<file path="src/design/spq_pkg.sv">
// Shared types and constants for the sorted priority queue.
package spq_pkg;

    localparam int DEPTH_DEF    = 16;
    localparam int KEY_BITS_DEF = 8;

    // Configuration register indexes.
    localparam int REG_CAP_IDX = 0;

    typedef enum logic [0:0] {
        REQ_INSERT = 1'b0,
        REQ_REMOVE = 1'b1
    } req_e_t;

    typedef enum logic [1:0] {
        ST_DONE      = 2'd0,
        ST_FULL      = 2'd1,
        ST_EMPTY     = 2'd2,
        ST_NOT_FOUND = 2'd3
    } status_e_t;

    typedef struct packed {
        logic ins;
        logic rem;
    } cell_ctrl_t;

endpackage

</file>
<file path="src/design/spq_cell.sv">
// One slot of the sorted list: holds a key and trades it with its neighbors.
module spq_cell #(
    parameter int KEY_BITS = spq_pkg::KEY_BITS_DEF
) (
    input  logic                aclk,
    input  spq_pkg::cell_ctrl_t ctrl_i,
    input  logic [KEY_BITS-1:0] key_i,
    input  logic                vld_i,
    input  logic                left_ge_i,
    input  logic [KEY_BITS-1:0] left_data_i,
    input  logic [KEY_BITS-1:0] right_data_i,
    output logic [KEY_BITS-1:0] data_o,
    output logic [KEY_BITS-1:0] data_next_o,
    output logic                ge_o,
    output logic                eq_o
);

    logic [KEY_BITS-1:0] data_reg;
    logic [KEY_BITS-1:0] data_next;
    logic                le;

    // An empty slot counts as smaller than any key, so a key lands at the tail.
    assign ge_o = !vld_i || (key_i >= data_reg);
    assign le   = vld_i && (data_reg <= key_i);
    assign eq_o = vld_i && (data_reg == key_i);

    always_comb begin
        data_next = data_reg;
        if (ctrl_i.ins && ge_o) begin
            data_next = left_ge_i ? left_data_i : key_i;
        end else if (ctrl_i.rem && le) begin
            // The list is descending, so every slot from the first match on
            // holds a key no larger than the one removed.
            data_next = right_data_i;
        end
    end

    always_ff @(posedge aclk) begin
        data_reg <= data_next;
    end

    assign data_o      = data_reg;
    assign data_next_o = data_next;

endmodule

</file>
<file path="src/design/sorted_priority_queue_top.sv">
// Sorted priority queue: a row of key cells with a count and a result register.
//
// Requests arrive on the s_ stream: tuser selects insert or remove, tdata holds
// the key. Every request produces exactly one result item on the m_ stream with
// a status code in tuser and the count, head key and head flag in tdata.
// Keys are kept in descending order; an insert goes ahead of equal keys and a
// remove takes the matching key nearest the head.
// All cells compare against the key and shift in the same cycle, so a request
// can be accepted every cycle and its result appears in the output register
// in the cycle after. Throughput is one item per cycle as long as the result is
// taken; while m_tready is low and a result is waiting, s_tready is low.
// The capacity limit is written through the APB port at address 0 and is
// clamped to the number of cells; a limit of zero refuses every insert.
// Reset empties the list, drops the result valid flag and sets the capacity
// limit to the full depth. No clearing pass is needed after reset.
module sorted_priority_queue_top #(
    parameter int DEPTH    = spq_pkg::DEPTH_DEF,
    parameter int KEY_BITS = spq_pkg::KEY_BITS_DEF
) (
    input  logic                                                   aclk,
    input  logic                                                   aresetn,
    input  logic                                                   s_tvalid,
    output logic                                                   s_tready,
    input  logic [((KEY_BITS + 7) / 8) * 8 - 1:0]                  s_tdata,  // key
    input  logic [0:0]                                             s_tuser,  // req_type
    output logic                                                   m_tvalid,
    input  logic                                                   m_tready,
    // count, head_key, head_valid
    output logic [(($clog2(DEPTH + 1) + KEY_BITS + 8) / 8) * 8 - 1:0] m_tdata,
    output logic [1:0]                                             m_tuser,  // status
    input  logic                                                   psel,
    input  logic                                                   penable,
    input  logic                                                   pwrite,
    input  logic [2:0]                                             paddr,
    input  logic [31:0]                                            pwdata,
    output logic [31:0]                                            prdata,
    output logic                                                   pready
);

    localparam int CNT_W  = $clog2(DEPTH + 1);
    localparam int OUT_W  = CNT_W + KEY_BITS + 1;
    localparam int MDATA_W = ((OUT_W + 7) / 8) * 8;

    logic [CNT_W-1:0]    held_reg;
    logic [CNT_W-1:0]    held_next;
    logic [CNT_W-1:0]    cap_reg;
    logic [CNT_W-1:0]    eff_cap;
    logic                m_tvalid_reg;
    logic [MDATA_W-1:0]  m_tdata_reg;
    logic [MDATA_W-1:0]  m_tdata_next;
    logic [1:0]          m_tuser_reg;
    spq_pkg::status_e_t  status_next;

    logic                accept;
    logic                is_remove;
    logic                full;
    logic                found;
    logic [KEY_BITS-1:0] key;
    spq_pkg::cell_ctrl_t ctrl;

    logic [KEY_BITS-1:0] cell_data [DEPTH];
    logic [KEY_BITS-1:0] cell_next [DEPTH];
    logic [DEPTH-1:0]    cell_ge;
    logic [DEPTH-1:0]    cell_eq;
    logic                cfg_wr;

    // ---------------- configuration ----------------
    assign pready = 1'b1;
    assign cfg_wr = psel && penable && pwrite && pready;

    always_ff @(posedge aclk) begin
        if (!aresetn) begin
            cap_reg <= CNT_W'(DEPTH);
        end else if (cfg_wr && (32'(paddr[2]) == spq_pkg::REG_CAP_IDX)) begin
            cap_reg <= pwdata[CNT_W-1:0];
        end
    end

    assign prdata  = (32'(paddr[2]) == spq_pkg::REG_CAP_IDX) ? 32'(cap_reg) : 32'd0;
    assign eff_cap = (cap_reg > CNT_W'(DEPTH)) ? CNT_W'(DEPTH) : cap_reg;

    // ---------------- request decode ----------------
    assign s_tready  = !m_tvalid_reg || m_tready;
    assign accept    = s_tvalid && s_tready;
    assign is_remove = (s_tuser == spq_pkg::REQ_REMOVE);
    assign key       = s_tdata[KEY_BITS-1:0];
    assign full      = (held_reg >= eff_cap);
    assign found     = |cell_eq;

    assign ctrl.ins = accept && !is_remove && !full;
    assign ctrl.rem = accept && is_remove && found;

    always_comb begin
        if (is_remove) begin
            if (held_reg == '0) begin
                status_next = spq_pkg::ST_EMPTY;
            end else if (!found) begin
                status_next = spq_pkg::ST_NOT_FOUND;
            end else begin
                status_next = spq_pkg::ST_DONE;
            end
        end else begin
            status_next = full ? spq_pkg::ST_FULL : spq_pkg::ST_DONE;
        end
    end

    always_comb begin
        held_next = held_reg;
        if (ctrl.ins) begin
            held_next = held_reg + CNT_W'(1);
        end else if (ctrl.rem) begin
            held_next = held_reg - CNT_W'(1);
        end
    end

    always_ff @(posedge aclk) begin
        if (!aresetn) begin
            held_reg <= '0;
        end else begin
            held_reg <= held_next;
        end
    end

    // ---------------- cell row ----------------
    for (genvar i = 0; i < DEPTH; i++) begin : g_cell
        logic                left_ge;
        logic [KEY_BITS-1:0] left_data;
        logic [KEY_BITS-1:0] right_data;

        if (i == 0) begin : g_head
            assign left_ge   = 1'b0;
            assign left_data = '0;
        end else begin : g_body
            assign left_ge   = cell_ge[i-1];
            assign left_data = cell_data[i-1];
        end

        if (i == DEPTH - 1) begin : g_tail
            assign right_data = cell_data[i];
        end else begin : g_inner
            assign right_data = cell_data[i+1];
        end

        spq_cell #(
            .KEY_BITS(KEY_BITS)
        ) u_cell (
            .aclk        (aclk),
            .ctrl_i      (ctrl),
            .key_i       (key),
            .vld_i       (CNT_W'(i) < held_reg),
            .left_ge_i   (left_ge),
            .left_data_i (left_data),
            .right_data_i(right_data),
            .data_o      (cell_data[i]),
            .data_next_o (cell_next[i]),
            .ge_o        (cell_ge[i]),
            .eq_o        (cell_eq[i])
        );
    end

    // ---------------- result register ----------------
    always_comb begin
        m_tdata_next = '0;
        m_tdata_next[CNT_W-1:0] = held_next;
        if (held_next != '0) begin
            m_tdata_next[CNT_W +: KEY_BITS] = cell_next[0];
            m_tdata_next[OUT_W-1]           = 1'b1;
        end
    end

    always_ff @(posedge aclk) begin
        if (!aresetn) begin
            m_tvalid_reg <= 1'b0;
        end else if (s_tready) begin
            m_tvalid_reg <= s_tvalid;
        end
    end

    always_ff @(posedge aclk) begin
        if (accept) begin
            m_tdata_reg <= m_tdata_next;
            m_tuser_reg <= status_next;
        end
    end

    assign m_tvalid = m_tvalid_reg;
    assign m_tdata  = m_tdata_reg;
    assign m_tuser  = m_tuser_reg;

    // ---------------- assertions ----------------
    a_held_in_range: assert property (@(posedge aclk) disable iff (!aresetn)
        held_reg <= CNT_W'(DEPTH))
        else $error("held count exceeds the number of cells");

    a_full_keeps_count: assert property (@(posedge aclk) disable iff (!aresetn)
        (accept && !is_remove && full) |=> $stable(held_reg))
        else $error("refused insert changed the count");

    a_remove_shrinks: assert property (@(posedge aclk) disable iff (!aresetn)
        (accept && is_remove && found) |=> (held_reg == $past(held_reg) - CNT_W'(1)))
        else $error("successful remove did not lower the count by one");

    a_stall_blocks_input: assert property (@(posedge aclk) disable iff (!aresetn)
        (m_tvalid_reg && !m_tready) |-> !s_tready)
        else $error("new item taken while a result is stalled");

endmodule
</file>
<file path="config.mk">
export PLATFORM = sky130hd
export DESIGN_NAME = sorted_priority_queue_top
export DESIGN_NICKNAME = d
export VERILOG_FILES = /design/src/design/spq_pkg.sv /design/src/design/spq_cell.sv /design/src/design/sorted_priority_queue_top.sv
export SDC_FILE = /design/constraint.sdc
export NUM_CORES = 1
export LEC_CHECK = 0
export CORE_ASPECT_RATIO = 1.75
export CORE_MARGIN = 5
export CORE_UTILIZATION = 29
export CTS_BUF_LIST = sky130_fd_sc_hd__clkbuf_8
export DETAILED_ROUTE_END_ITERATION = 12
export DONT_BUFFER_PORTS = 1
export PLACE_DENSITY_LB_ADDON = 0.3
export SLEW_MARGIN = 20
export SYNTH_ARGS = -nofsm -noshare
export SYNTH_HDL_FRONTEND = slang
export SYNTH_HIERARCHICAL = 1
export SYNTH_SLANG_ARGS = --single-unit
</file>
<file path="constraint.sdc">
create_clock -name aclk -period 6.5 [get_ports aclk]
set_clock_uncertainty 0.2 [all_clocks]
set_input_delay 0.975 -clock aclk [delete_from_list [all_inputs] [get_ports aclk]]
set_output_delay 0.975 -clock aclk [all_outputs]
set_load 0.01 [all_outputs]
</file>
Yosys cells after proc, flatten, opt, wreduce, memory -nomap -nowiden
Cells that the tools add are included.
Widths: inputs -> output; s select.
{"block": "totals", "register_bits": 155, "in_bits": 51, "output_inout_bits": 53, "word_cells": 267}
{"block": "classes", "add_sub_neg": 2, "magnitude_cmp": 49, "eq_ne": 16, "mux": 54, "bitwise_logic": 1, "reduce_logical": 123}
{"operator": "$mux 8", "count": 45}
{"operator": "$eq 8x8->1", "count": 16}
{"operator": "$ge 8x8->1", "count": 16}
{"operator": "$le 8x8->1", "count": 15}
{"operator": "$logic_and 1x1->1", "count": 70}
{"operator": "$lt 4x5->1 const A", "count": 8}
{"operator": "$reduce_bool 2->1", "count": 14}
{"operator": "$lt 3x5->1 const A", "count": 4}
{"operator": "$mux 5", "count": 4}
{"operator": "$logic_not 1->1", "count": 19}
{"operator": "$logic_or 1x1->1", "count": 17}
{"operator": "$reduce_or 16->1", "count": 1}
{"operator": "$lt 1x5->1 const A", "count": 2}
{"operator": "$lt 2x5->1 const A", "count": 2}
{"operator": "$mux 9", "count": 1}
{"operator": "$mux 2", "count": 3}
{"operator": "$add 5x1->5 const B", "count": 1}
{"operator": "$ge 5x5->1", "count": 1}
{"operator": "$gt 5x5->1 const B", "count": 1}
{"operator": "$logic_not 5->1", "count": 1}
{"operator": "$reduce_bool 5->1", "count": 1}
{"operator": "$sub 5x1->5 const B", "count": 1}
{"operator": "$mux 1", "count": 1}
{"operator": "$not 1->1", "count": 1}

Logic depth before layout (Yosys ltp)
{"block": "logic_depth", "depth_word": 9, "depth_mapped": 17}

By module
The synthesis kept the hierarchy.
{"mod": "spq_cell", "n_inst": 16, "cells_per_inst": 107, "area_each_um2": 792.0, "seq_area_each_um2": 160.2}
{"mod": "sorted_priority_queue_top", "n_inst": 1, "cells_per_inst": 188, "area_each_um2": 1808.0, "seq_area_each_um2": 700.7}

Least setup slack after synthesis
OpenSTA, ideal clock, no wires.
{"block": "synth_path", "kind": "input to register", "start": "input s_tdata[7]", "end": "register m_tdata_reg[10], in the netlist m_tdata[10] (data pin)", "setup_time_ps": 148, "t_arrival_ps": 4323, "required_time_ps": 6152, "setup_slack_ps": 1829, "stages": 15, "n_path_buf": 1, "cell_sequence": "inv_1 ha_1 nand4_2 or3_4 nor2_1 nor4_4 nand4_1 and3_2 clkbuf_1 a21oi_1 nor2_1 nor4b_2 nor3_1 o22ai_2 a21boi_1"}
{"element": "start, declared", "line_no": "sorted_priority_queue_top.sv:24", "source": "input logic [((KEY_BITS + 7) / 8) * 8 - 1:0] s_tdata,"}
{"element": "end signal, assigned", "line_no": "sorted_priority_queue_top.sv:181", "source": "m_tdata_reg <= m_tdata_next;"}
{"element": "end, declared", "line_no": "sorted_priority_queue_top.sv:49", "source": "logic [MDATA_W-1:0] m_tdata_reg;"}

Worst setup path in the final report
{"block": "layout_path", "start": "register held_reg[4]", "end": "register g_cell[2].u_cell.data_reg[6]"}
{"block": "layout_between", "elab_chain_len": 6}
{"element": "start, declared", "line_no": "sorted_priority_queue_top.sv:44", "source": "logic [CNT_W-1:0] held_reg;"}
{"element": "start signal, assigned", "line_no": "sorted_priority_queue_top.sv:120", "source": "held_reg <= held_next;"}
{"element": "$lt 1x5->1", "line_no": "sorted_priority_queue_top.sv:150", "source": ".vld_i (CNT_W'(i) < held_reg),"}
{"element": "$logic_and 1x1->1", "line_no": "spq_cell.sv:25", "source": "assign eq_o = vld_i && (data_reg == key_i);"}
{"element": "via cell_eq[1]", "line_no": "sorted_priority_queue_top.sv:64", "source": "logic [DEPTH-1:0] cell_eq;"}
{"element": "$reduce_or 16->1", "line_no": "sorted_priority_queue_top.sv:88", "source": "assign found = |cell_eq;"}
{"element": "$logic_and 1x1->1", "line_no": "sorted_priority_queue_top.sv:91", "source": "assign ctrl.rem = accept && is_remove && found;"}
{"element": "$logic_and 1x1->1", "line_no": "spq_cell.sv:31", "source": "end else if (ctrl_i.rem && le) begin"}
{"element": "$reduce_bool 2->1 (no line)"}
{"element": "end signal, assigned", "line_no": "spq_cell.sv:39", "source": "data_reg <= data_next;"}
{"element": "end, declared", "line_no": "spq_cell.sv:18", "source": "logic [KEY_BITS-1:0] data_reg;"}
The timed path passes the listed nets, and every way through them passes these cells.
A chain may end at the register's enable or synchronous reset.

==> results.cfg <==
[final_layout]
fin_nets = 2046
layout_commonest_cell = nand2_1
largest_reg_flops = 128
final_cell_mix = nand2_1 (304), o21ai_0 (279), inv_1 (167)
post_route_cells_drive_above_1_share_pct = 9.09
area_delta_synth_final_pct = 5.54

[sta]
setup_ws_ps = 1940
final_hold_viol_count = 0
maxSlewViolCount = 0
fin_crit_sh_pct = 70.2
slew_headroom_pct = 38.2
rsz0062_at_grt = false
final.setup.tns_ps = 0
finalCriticalPeriod_ps = 4560
setup_viol = 0
tightestPinTransition_ps = 927
clock.fmax_mhz = 219

[floorplanning]
die_h_um = 306
die_width_um = 179
dieArea_sq_um = 54700
initial_core_util_pct = 29.2
io_pins = 104
row_count = 108
core_area_sq_um = 49600

[global_routing]
grt_overflow_total = 0
grt_antenna_before_repair = 1
grt_max_degree = 180
grtUsageTotal_pct = 17.0
grt_pass1_vias = 13200
grt_pass1_wl_um = 73500

[route]
dr.pass1.iters = 6
wl_per_cell_um = 18.8
ant_nets = 0
vias = 13800
drt_iter0_drc = 953
drt-total-wl_um = 47700
drc = 0
vias_per_cell = 5.46

[synthesis]
syn_avg_cell_area_sq_um = 7.62
syn-cell-area_sq_um = 14500
ys_warn_count = 6
synthCells = 1899

[clock_tree]
cts_root_buf = clkbuf_8
hold_buffers = 0
cts_buffer_depth = 2
clkTransAtPathRegs_ps = 100
cts-htree-levels = 4
cts_buffers = 17
clock_latency_ps = 520
tritoncts = yes
cts-resized-gates = 0
cts.sinks = 155
post_cts_buffers = 0

[placed_design]
place.gp.congestion = 0.866
pre_cts_ws_ps = 1680
port_buffers = 0
place_hpwl_um = 34500

[worst_setup_path]
required_ps = 6730
worstSetupStartpointType = flop
cp.arrival_ps = 4790
crit_path_end_kind = flop
crit_fanout = 35
crit_type = reg2reg

[min_path]
hp-class = in2reg

[status]
outcome = completed

[run]
cap_violations = 0

[pwr]
p_per_area_nw_per_um2 = 145
p_leak_nw = 7.00
peakVddDrop_mv = 0.120
-- power breakdown --
| group | switching (mW) | internal [mW] |
|---|---|---|
| Clock | 0.434 | 0.391 |
| Sequential | 0.0209 | 0.987 |
| Combinational | 0.250 | 0.126 |
| Total | 0.705 | 1.50 |
-- metrics by stage --
| step | hold WS [ps] | power [mW] | cell area [sq um] | utilization [%] | std cells |
|---|---|---|---|---|---|
| after floorplan | 292 | 1.34 | 14600 | - | 1936 |
| after global placement | 328 | 1.39 | 14900 | 30.0 | 2499 |
| after detailed placement | 335 | 1.40 | 14900 | 30.0 | 2499 |
| after CTS | 274 | 2.23 | 15300 | 30.8 | 2531 |
| after global routing | 288 | 2.31 | 15300 | 30.8 | 2532 |
| final | 323 | 2.21 | 15300 | 30.8 | 2532 |
-- final timing paths --
kind	startpoint	slack (ps)	cells after the start	endpoint
max	held_reg[4]	1940	15	g_cell[2].u_cell/data_o[6]
min reg2reg	cap_reg[0]	360	2	cap_reg[0]
min	aresetn	320	1	cap_reg[4]
max reg2reg	held_reg[4]	1940	15	g_cell[2].u_cell/data_o[6]
-- layer usage --
layer	track usage, %	up-vias	share of wire, %
met5	0	-	0
met4	8.29	0	4.6
met3	2.32	118	3.6
met2	32.5	450	55
met1	17.8	6618	37
li1	-	6645	-
-- cell type report --
type | instances | area [sq um]
fill | 5274 | 34300
multi-input combinational | 1513 | 10100
sequential | 155 | 3260
tap | 660 | 826
inverter | 167 | 627
clock buffer | 18 | 248
clock inverter | 14 | 166
timing repair buffer | 4 | 42.5
antenna | 1 | 2.50
-- critical path, cell delays in order (launching register included) --
cell,delay [ps]
dfxtp_1,730
nor2_1,180
inv_1,280
nor2_1,170
o21ai_0,330
inv_1,120
nor2_1,170
nor4_2,70
nand4_1,150
and3_2,210
buf_4,410
a21oi_1,260
nor2_1,150
nor4b_2,740
nor3_1,130
o22ai_2,170
Note: power is estimated with default switching activity, not from simulation.
